===== src/rtl/u16550_pkg.sv =====
// ----------------------------------------------------------------------------
// u16550_pkg
// shared types and codes for the 16550-subset uart register block
// ----------------------------------------------------------------------------
package u16550_pkg;

  // item kinds
  localparam logic [1:0] KIND_READ  = 2'd0;
  localparam logic [1:0] KIND_WRITE = 2'd1;
  localparam logic [1:0] KIND_RX    = 2'd2;

  // legal access sizes in bytes
  localparam logic [2:0] SIZE_BYTE = 3'd1;
  localparam logic [2:0] SIZE_WORD = 3'd4;

  // register offsets
  localparam logic [2:0] OFF_RBR_THR = 3'd0;
  localparam logic [2:0] OFF_IER     = 3'd1;
  localparam logic [2:0] OFF_IIR_FCR = 3'd2;
  localparam logic [2:0] OFF_LCR     = 3'd3;
  localparam logic [2:0] OFF_MCR     = 3'd4;
  localparam logic [2:0] OFF_LSR     = 3'd5;
  localparam logic [2:0] OFF_MSR     = 3'd6;
  localparam logic [2:0] OFF_SCR     = 3'd7;

  // ier bits
  localparam int IER_RX_BIT   = 0;
  localparam int IER_THRE_BIT = 1;

  // iir codes
  localparam logic [7:0] IIR_NONE = 8'h01;
  localparam logic [7:0] IIR_THRE = 8'h02;
  localparam logic [7:0] IIR_RX   = 8'h04;

  // lsr bits
  localparam logic [7:0] LSR_DR   = 8'h01;
  localparam logic [7:0] LSR_THRE = 8'h20;
  localparam logic [7:0] LSR_TEMT = 8'h40;

  // fault codes
  localparam logic [1:0] FAULT_NONE  = 2'd0;
  localparam logic [1:0] FAULT_LOAD  = 2'd1;
  localparam logic [1:0] FAULT_STORE = 2'd2;

  typedef struct packed {
    logic [1:0] kind;
    logic [2:0] reg_offset;
    logic [2:0] access_size;
    logic [7:0] write_data;
    logic [7:0] rx_byte;
  } item_t;

  typedef struct packed {
    logic [7:0] read_data;
    logic [1:0] fault;
    logic       tx_valid;
    logic [7:0] tx_byte;
    logic       rx_taken;
    logic       irq_level;
  } result_t;

endpackage


===== src/rtl/u16550_in_stage.sv =====
// ----------------------------------------------------------------------------
// u16550_in_stage
// input register: captures one item per cycle from the command port
// ----------------------------------------------------------------------------
module u16550_in_stage (
  input  logic               clk,
  input  logic               rst,
  input  logic               accept,
  input  u16550_pkg::item_t  item_in,
  output logic               item_valid,
  output u16550_pkg::item_t  item
);

  always_ff @(posedge clk) begin
    if (rst) begin
      item_valid <= 1'b0;
    end else begin
      item_valid <= accept;
    end
  end

  always_ff @(posedge clk) begin
    if (accept) begin
      item <= item_in;
    end
  end

endmodule


===== src/rtl/u16550_core.sv =====
// ----------------------------------------------------------------------------
// u16550_core
// register state, access decode and result register
// ----------------------------------------------------------------------------
module u16550_core (
  input  logic                 clk,
  input  logic                 rst,
  input  logic                 item_valid,
  input  u16550_pkg::item_t    item,
  output logic                 done,
  output u16550_pkg::result_t  result
);

  logic [7:0] rx_hold;
  logic       rx_full;
  logic [7:0] int_enable;
  logic [7:0] line_control;
  logic [7:0] modem_control;
  logic [7:0] scratch;
  logic       thre_cause;
  logic       irq_line;

  logic [7:0] rx_hold_next;
  logic       rx_full_next;
  logic [7:0] int_enable_next;
  logic [7:0] line_control_next;
  logic [7:0] modem_control_next;
  logic [7:0] scratch_next;
  logic       thre_cause_next;
  logic       irq_line_next;

  u16550_pkg::result_t result_next;
  logic       size_ok;
  logic       rx_cause;
  logic       thre_active;

  assign size_ok = (item.access_size == u16550_pkg::SIZE_BYTE) ||
                   (item.access_size == u16550_pkg::SIZE_WORD);
  assign rx_cause    = int_enable[u16550_pkg::IER_RX_BIT] & rx_full;
  assign thre_active = int_enable[u16550_pkg::IER_THRE_BIT] & thre_cause;

  always_comb begin
    rx_hold_next       = rx_hold;
    rx_full_next       = rx_full;
    int_enable_next    = int_enable;
    line_control_next  = line_control;
    modem_control_next = modem_control;
    scratch_next       = scratch;
    thre_cause_next    = thre_cause;
    result_next        = '0;

    unique case (item.kind)
      u16550_pkg::KIND_READ: begin
        if (!size_ok) begin
          result_next.fault = u16550_pkg::FAULT_LOAD;
        end else begin
          unique case (item.reg_offset)
            u16550_pkg::OFF_RBR_THR: begin
              result_next.read_data = rx_full ? rx_hold : 8'h00;
              rx_full_next = 1'b0;
            end
            u16550_pkg::OFF_IER: result_next.read_data = int_enable;
            u16550_pkg::OFF_IIR_FCR: begin
              if (rx_cause) begin
                result_next.read_data = u16550_pkg::IIR_RX;
              end else if (thre_active) begin
                // reading iir acks only the transmit cause
                result_next.read_data = u16550_pkg::IIR_THRE;
                thre_cause_next = 1'b0;
              end else begin
                result_next.read_data = u16550_pkg::IIR_NONE;
              end
            end
            u16550_pkg::OFF_LCR: result_next.read_data = line_control;
            u16550_pkg::OFF_MCR: result_next.read_data = modem_control;
            u16550_pkg::OFF_LSR: begin
              result_next.read_data = u16550_pkg::LSR_THRE | u16550_pkg::LSR_TEMT |
                                      (rx_full ? u16550_pkg::LSR_DR : 8'h00);
            end
            u16550_pkg::OFF_SCR: result_next.read_data = scratch;
            default: result_next.read_data = 8'h00;
          endcase
        end
      end
      u16550_pkg::KIND_WRITE: begin
        if (!size_ok) begin
          result_next.fault = u16550_pkg::FAULT_STORE;
        end else begin
          unique case (item.reg_offset)
            u16550_pkg::OFF_RBR_THR: begin
              // transmitter is always empty: byte leaves at once
              result_next.tx_valid = 1'b1;
              result_next.tx_byte  = item.write_data;
              thre_cause_next      = 1'b1;
            end
            u16550_pkg::OFF_IER: begin
              int_enable_next = item.write_data;
              if (item.write_data[u16550_pkg::IER_THRE_BIT]) begin
                thre_cause_next = 1'b1;
              end
            end
            u16550_pkg::OFF_LCR: line_control_next  = item.write_data;
            u16550_pkg::OFF_MCR: modem_control_next = item.write_data;
            u16550_pkg::OFF_SCR: scratch_next       = item.write_data;
            default: ;
          endcase
        end
      end
      u16550_pkg::KIND_RX: begin
        if (!rx_full) begin
          rx_hold_next         = item.rx_byte;
          rx_full_next         = 1'b1;
          result_next.rx_taken = 1'b1;
        end
      end
      default: ;
    endcase

    irq_line_next = (int_enable_next[u16550_pkg::IER_RX_BIT] & rx_full_next) |
                    (int_enable_next[u16550_pkg::IER_THRE_BIT] & thre_cause_next);
    result_next.irq_level = irq_line_next;
  end

  always_ff @(posedge clk) begin
    if (rst) begin
      rx_full       <= 1'b0;
      int_enable    <= 8'h00;
      line_control  <= 8'h00;
      modem_control <= 8'h00;
      scratch       <= 8'h00;
      thre_cause    <= 1'b0;
      irq_line      <= 1'b0;
      done          <= 1'b0;
    end else begin
      done <= item_valid;
      if (item_valid) begin
        rx_full       <= rx_full_next;
        int_enable    <= int_enable_next;
        line_control  <= line_control_next;
        modem_control <= modem_control_next;
        scratch       <= scratch_next;
        thre_cause    <= thre_cause_next;
        irq_line      <= irq_line_next;
      end
    end
  end

  always_ff @(posedge clk) begin
    if (item_valid) begin
      rx_hold <= rx_hold_next;
      result  <= result_next;
    end
  end

  // a faulted access must have no side effects on the line
  a_fault_quiet: assert property (@(posedge clk) disable iff (rst)
    done && (result.fault != u16550_pkg::FAULT_NONE) |-> !result.tx_valid && !result.rx_taken)
    else $error("faulted item transmitted or took a byte");

  // a stored byte leaves the slot full
  a_rx_full: assert property (@(posedge clk) disable iff (rst)
    done && result.rx_taken |-> rx_full)
    else $error("rx byte taken but slot not full");

  // a transmit always raises the transmit cause
  a_tx_cause: assert property (@(posedge clk) disable iff (rst)
    done && result.tx_valid |-> thre_cause)
    else $error("transmit without thre cause");

  // reported level matches the stored interrupt line
  a_irq_match: assert property (@(posedge clk) disable iff (rst)
    done |-> result.irq_level == irq_line)
    else $error("irq level differs from stored line");

endmodule


===== src/rtl/uart_16550_register_block.sv =====
// ----------------------------------------------------------------------------
// uart_16550_register_block
// 16550-subset uart register block with an always empty transmitter
// ----------------------------------------------------------------------------
// Items are taken on any cycle with start high; busy never rises, so one item
// per clock is sustained. The accepting edge loads the input register and the
// next edge loads the result register, so each item gives exactly one result
// on the ports from the result register, marked by done high for a single
// cycle and taken at the edge after it. The receiver must take it then, since
// results cannot be held off. Those two register stages frame the path;
// decode and flag update sit between them.
module uart_16550_register_block (
  input  logic       clk,
  input  logic       rst,
  input  logic       start,
  output logic       busy,
  input  logic [1:0] kind,
  input  logic [2:0] reg_offset,
  input  logic [2:0] access_size,
  input  logic [7:0] write_data,
  input  logic [7:0] rx_byte,
  output logic       done,
  output logic [7:0] read_data,
  output logic [1:0] fault,
  output logic       tx_valid,
  output logic [7:0] tx_byte,
  output logic       rx_taken,
  output logic       irq_level
);

  u16550_pkg::item_t   item_in;
  u16550_pkg::item_t   item;
  u16550_pkg::result_t result;
  logic                item_valid;

  assign busy = 1'b0;

  assign item_in.kind        = kind;
  assign item_in.reg_offset  = reg_offset;
  assign item_in.access_size = access_size;
  assign item_in.write_data  = write_data;
  assign item_in.rx_byte     = rx_byte;

  u16550_in_stage u_in_stage (
    .clk        (clk),
    .rst        (rst),
    .accept     (start && !busy),
    .item_in    (item_in),
    .item_valid (item_valid),
    .item       (item)
  );

  u16550_core u_core (
    .clk        (clk),
    .rst        (rst),
    .item_valid (item_valid),
    .item       (item),
    .done       (done),
    .result     (result)
  );

  assign read_data = result.read_data;
  assign fault     = result.fault;
  assign tx_valid  = result.tx_valid;
  assign tx_byte   = result.tx_byte;
  assign rx_taken  = result.rx_taken;
  assign irq_level = result.irq_level;

endmodule

===== config.mk =====
export PLATFORM = sky130hd
export DESIGN_NAME = uart_16550_register_block
export DESIGN_NICKNAME = d
export VERILOG_FILES = /design/src/rtl/u16550_pkg.sv /design/src/rtl/u16550_in_stage.sv /design/src/rtl/u16550_core.sv /design/src/rtl/uart_16550_register_block.sv
export SDC_FILE = /design/constraint.sdc
export NUM_CORES = 1
export LEC_CHECK = 0
export ABC_AREA = 1
export BUFFER_PORTS_ARGS = -buffer_cell sky130_fd_sc_hd__buf_4
export CAP_MARGIN = 0
export CORE_MARGIN = 2
export CORE_UTILIZATION = 29
export DETAILED_ROUTE_END_ITERATION = 12
export GPL_TIMING_DRIVEN = 0
export HOLD_SLACK_MARGIN = 0.06
export PLACE_DENSITY_LB_ADDON = 0.1
export SETUP_SLACK_MARGIN = 0.1
export SLEW_MARGIN = 20
export SYNTH_ARGS = -nofsm -noshare
export SYNTH_HDL_FRONTEND = slang
export SYNTH_SLANG_ARGS = --single-unit

===== constraint.sdc =====
create_clock -name clk -period 3.2 [get_ports clk]
set_input_delay 0.32 -clock clk [delete_from_list [all_inputs] [get_ports clk]]
set_output_delay 0.32 -clock clk [all_outputs]
set_load 0.005 [all_outputs]

== Word-level counts from Yosys, hierarchy flattened ==
Cells that the tools add are included.
Storage, ports and cells
  register bits: 89
  logic and storage cells: 72
Cells by class
  equal/unequal tests: 10
  mux-type cells: 24
  bitwise operators: 6
  reduce and logical (&&, ||, !) cells: 11
Operators by type and width (count)
  $pmux W8 S7: 1
  $reduce_and A4 Y1: 4
  $eq A3 B3 Y1 const B: 4
  $mux W1: 11
  $mux W2: 5
  $mux W9: 1
  $mux W8: 1
  $eq A3 B1 Y1 const B: 2
  $eq A3 B2 Y1 const B: 2
  $pmux W1 S2: 3
  $reduce_and A3 Y1: 2
  $and A1 B1 Y1: 4
  $pmux W2 S2: 1
  $reduce_and A2 Y1: 2
  $logic_not A3 Y1: 1
  $mux W3: 1
  $eq A2 B1 Y1 const B: 1
  $eq A2 B2 Y1 const B: 1
  $logic_not A2 Y1: 1
  $logic_or A1 B1 Y1: 1
  $not A1 Y1: 1
  $or A1 B1 Y1: 1

== Logic depth before layout (Yosys ltp) ==
  depth in word-level cells: 8
  depth in mapped cells: 9
  mapped depth without buffers: 9

== Hierarchy ==
A second synthesis with hierarchy kept.
Second synthesis, totals
  cells, all modules: 361
  area, all modules: 3509.6 um^2
Modules (own cells, without submodules)
  u16550_core: instances 1, cells each 332, area each 2747.6 um^2
  u16550_in_stage: instances 1, cells each 27, area each 750.7 um^2
  uart_16550_register_block: instances 1, cells each 2, area each 11.3 um^2

== Worst setup path after synthesis ==
OpenSTA, ideal clock, no wires.
  path kind: reg-to-reg
  start: reg u_in_stage.item_valid
  end: reg u_core.rx_hold[0] (enable)
  setup time: 0.383 ns
  arrival: 1.880 ns
  data required time: 2.817 ns
  slack: 0.936 ns
  cell stages (with the launch flop): 3
  path buffers: 0
  cells stage by stage: dfxtp_1 -> inv_1 -> nor3_1
On the way
  cells in the longest elaborated chain, start to end: 1
RTL lines
  start: declaration: line u16550_in_stage.sv:10  | output logic item_valid,
  start signal: assignment: line u16550_in_stage.sv:18  | item_valid <= accept;
  $reduce_and A3 Y1 (no source line)
  end signal: assignment: line u16550_core.sv:150  | rx_hold <= rx_hold_next;
  end: declaration: line u16550_core.sv:14  | logic [7:0] rx_hold;
Every way passes these cells.
A chain may end at the register's enable or synchronous reset.

== Worst setup path in the final report ==
  start: reg u_in_stage.item_valid
  end: reg u_core.rx_hold[5] (enable)
The elaborated chain is that of the path after synthesis.

==> summary.txt <==
Outcome
  • Outcome: completed

Run
  • Max_cap viols: 0

Floorplanning
  • Die footprint: 13,300 sq um
  • FP Rows: 40
  • Core Region: 12,100 sq um
  • Die height: 115 microns
  • Io pins: 50
  • Initial Utilization: 29.7%
  • Die extent in x: 115 microns

Global routing
  • Total global routing overflow: 0
  • GR Util All Layers: 13.8%
  • First-pass GRT wire length: 13.6 mm
  • Vias in the first global route: 2,517
  • Largest net degree at the start of global routing: 28
  • Antenna violations before repair: 0

Routing
  • # DRC: 0
  • Vias per cell: 4.44
  • Pre-antenna DRT Iters: 4
  • WL final: 8.54 mm
  • Met1 Wirelength: 4.18 mm
  • Iter 0 DRT Violations: 118
  • Final ANT Viol Nets: 0
  • Vias: 2,624
  • Met3 wire len: 405 microns
  • Met2 WL: 3.90 mm
  • Top Layer Used: met4
  • WL/cell: 14.5 microns

Logic synthesis
  • Mux cell area share after synthesis: 0%
  • Most used flip-flop cell after synthesis: edfxtp_1
  • Combinational family with the most area after synthesis: simple AND/OR/NAND/NOR gates
  • Complex-gate fraction of the synthesized area: 7.82%
  • Avg Inst Size Synth: 9.98 sq um
  • Post-synth ARST share: 0%
  • Synth Cell Area: 3580 sq um
  • Area leader, netlist: edfxtp_1
  • Top cell type's share of synthesized area: 44.4%
  • Share of synthesized cell area in and, or, nand and nor gates: 22.5%
  • Synth top area cells: edfxtp_1, dfxtp_1, nand2_1
  • XOR/XNOR Fraction of Synth Area: 0%
  • Cell count after synthesis: 359
  • Syn nets: 386
  • Yosys warnings: 0
  • Seq cells post-synth: 89
  • Synth Area in Adders: 0%
  • Seq/Total Area, Yosys: 64.5%
  • Number of flops mapped to enable cells by yosys: 53
  • Unique masters post-synth: 25

Clock tree
  • CTS Sinks: 89
  • Clock-pin slew on the worst setup and hold paths: 0.06 ns
  • # resized after CTS: 0
  • Post-CTS setup buffers: 0
  • Clock Root Buffer: clkbuf_16
  • Hold_buf cts: 0
  • CTS max path bufs: 2
  • Depth of the CTS H-tree: 3
  • CTS tree: done
  • Number of CTS-inserted buffers: 9
  • Clock latency on the worst-skew pair: 0.33 ns

Finish
  • Most common cell after layout, fill and taps aside: nand2_1
  • Layout area overhead: 24.1%
  • Commonest non-fill, non-tap cells in the layout: nand2_1, edfxtp_1, buf_4, nor2_1, nand3_1
  • Nets: 445
  • Ant diodes: 0
  • Share of cells above drive strength 1: 20.3%

Placement
  • Hpwl dp: 6.10 mm
  • # port buffers: 48
  • Placer Congestion: 0.809

STA
  • Hold Violations, Final: 0
  • RSZ-0062 raised after global routing: false
  • Final setup violation count: 0
  • Final period util: 65.3%
  • Slew headroom: 55.6%
  • Fin Hold WS: 0.159 ns
  • Skew final: 0.00580 ns
  • Slew @ Worst Pin: 0.663 ns
  • Setup TNS: 0 ns
  • FMAX: 478 MHz
  • Final slew viol count: 0
  • Final Critical Period: 2.09 ns

Worst setup path
  • Arr. time, crit path: 2.06 ns
  • Worst path slowest cell: dfxtp_2
  • Worst endpoint required time: 3.17 ns
  • Critical Path, Cell by Cell: inv_1, nor3_2
  • Crit-path max FO: 27
  • Critical Path End Type: flip-flop
  • CP max stage delay: 0.70 ns
  • Crit path kind: flip-flop to flip-flop
  • Worst setup SP type: flip-flop

Pwr
  • P per Cell Area: 559 nW/um^2
  • Maximum VDD drop: 0.233 mV
  • P_leak: 0.00167 uW
  • Total power: 2490 uW

Hold path
  • Worst Hold Class: primary input to flip-flop
-- through the flow --
stage	std cells	utilization, %	instance area, sq um	setup slack [ns]
4_1_cts	591	36.8	4440	0.176
5_1_grt	591	36.9	4450	0.871
3_5_place_dp	575	34.4	4150	0.187
6_report	591	36.9	4450	1.11
2_1_floorplan	359	-	3580	0.936
3_3_place_gp	575	34.4	4150	0.252
-- kinds of logic after synthesis --
family,count (synthesis)
and+or+nand+nor,178
DFF,89
AOI/OAI and AO/OA,52
buffers and inverters,39
other,1
-- cell usage after synthesis, types with 4 or more instances --
cell type,count
a21oi_1,30
a22oi_1,4
a31oi_1,6
dfxtp_1,36
edfxtp_1,53
inv_1,26
nand2_1,84
nand3_1,38
nor2_1,41
nor2_4,5
o21ai_0,11
-- report_power, final --
part	total, uW	leakage (uW)	internal [uW]	switching [uW]
logic	153	0.000745	63.0	90.5
clock network	1030	0.000136	600	429
registers	1310	0.000786	1260	43.1
total	2490	0.00167	1930	562
-- critical path, delay by kind of cell, from the launching register on --
family	cells	cell delay (ns)
AND/OR/NAND/NOR	1	0.65
buffers and inverters	1	0.36
flip-flops	1	0.70
-- path summary, 6_finish.rpt --
| path | slack [ns] | to | startpoint | cells past startpoint |
|---|---|---|---|---|
| max | 1.11 | u_core.rx_hold[5] | u_in_stage.item_valid | 2 |
| min | 0.16 | u_in_stage.item[7] | rx_byte[7] | 1 |
| min reg2reg | 0.42 | u_core.rx_hold[2] | u_in_stage.item[2] | 0 |
| max reg2reg | 1.11 | u_core.rx_hold[5] | u_in_stage.item_valid | 2 |
-- cell type report --
type,count,area [sq um]
fill,1233,7610
buffer,9,65.1
clock buffer,10,229
clock inverter,6,58.8
sequential,89,2310
tap,168,210
multi-input combinational,231,1100
inverter,30,115
timing repair buffer,48,360
-- flip-flops by register name (all words and copies together) (netlist names) --
register	cells
u_core.rx_full	1
u_in_stage.item	24
u_core.result	21
u_core.int_enable	8
u_core.rx_hold	8
u_core.done	1
u_core.scratch	8
u_core.thre_cause	1
u_core.line_control	8
u_in_stage.item_valid	1
u_core.modem_control	8
-- per-layer routing --
metal | up-vias | global-route usage, %
met2 | 63 | 20.5
met4 | 0 | 4.66
met5 | - | 0
met1 | 1230 | 19.5
li1 | 1327 | -
met3 | 4 | 3.69
Power figures use the tool's default switching activity.
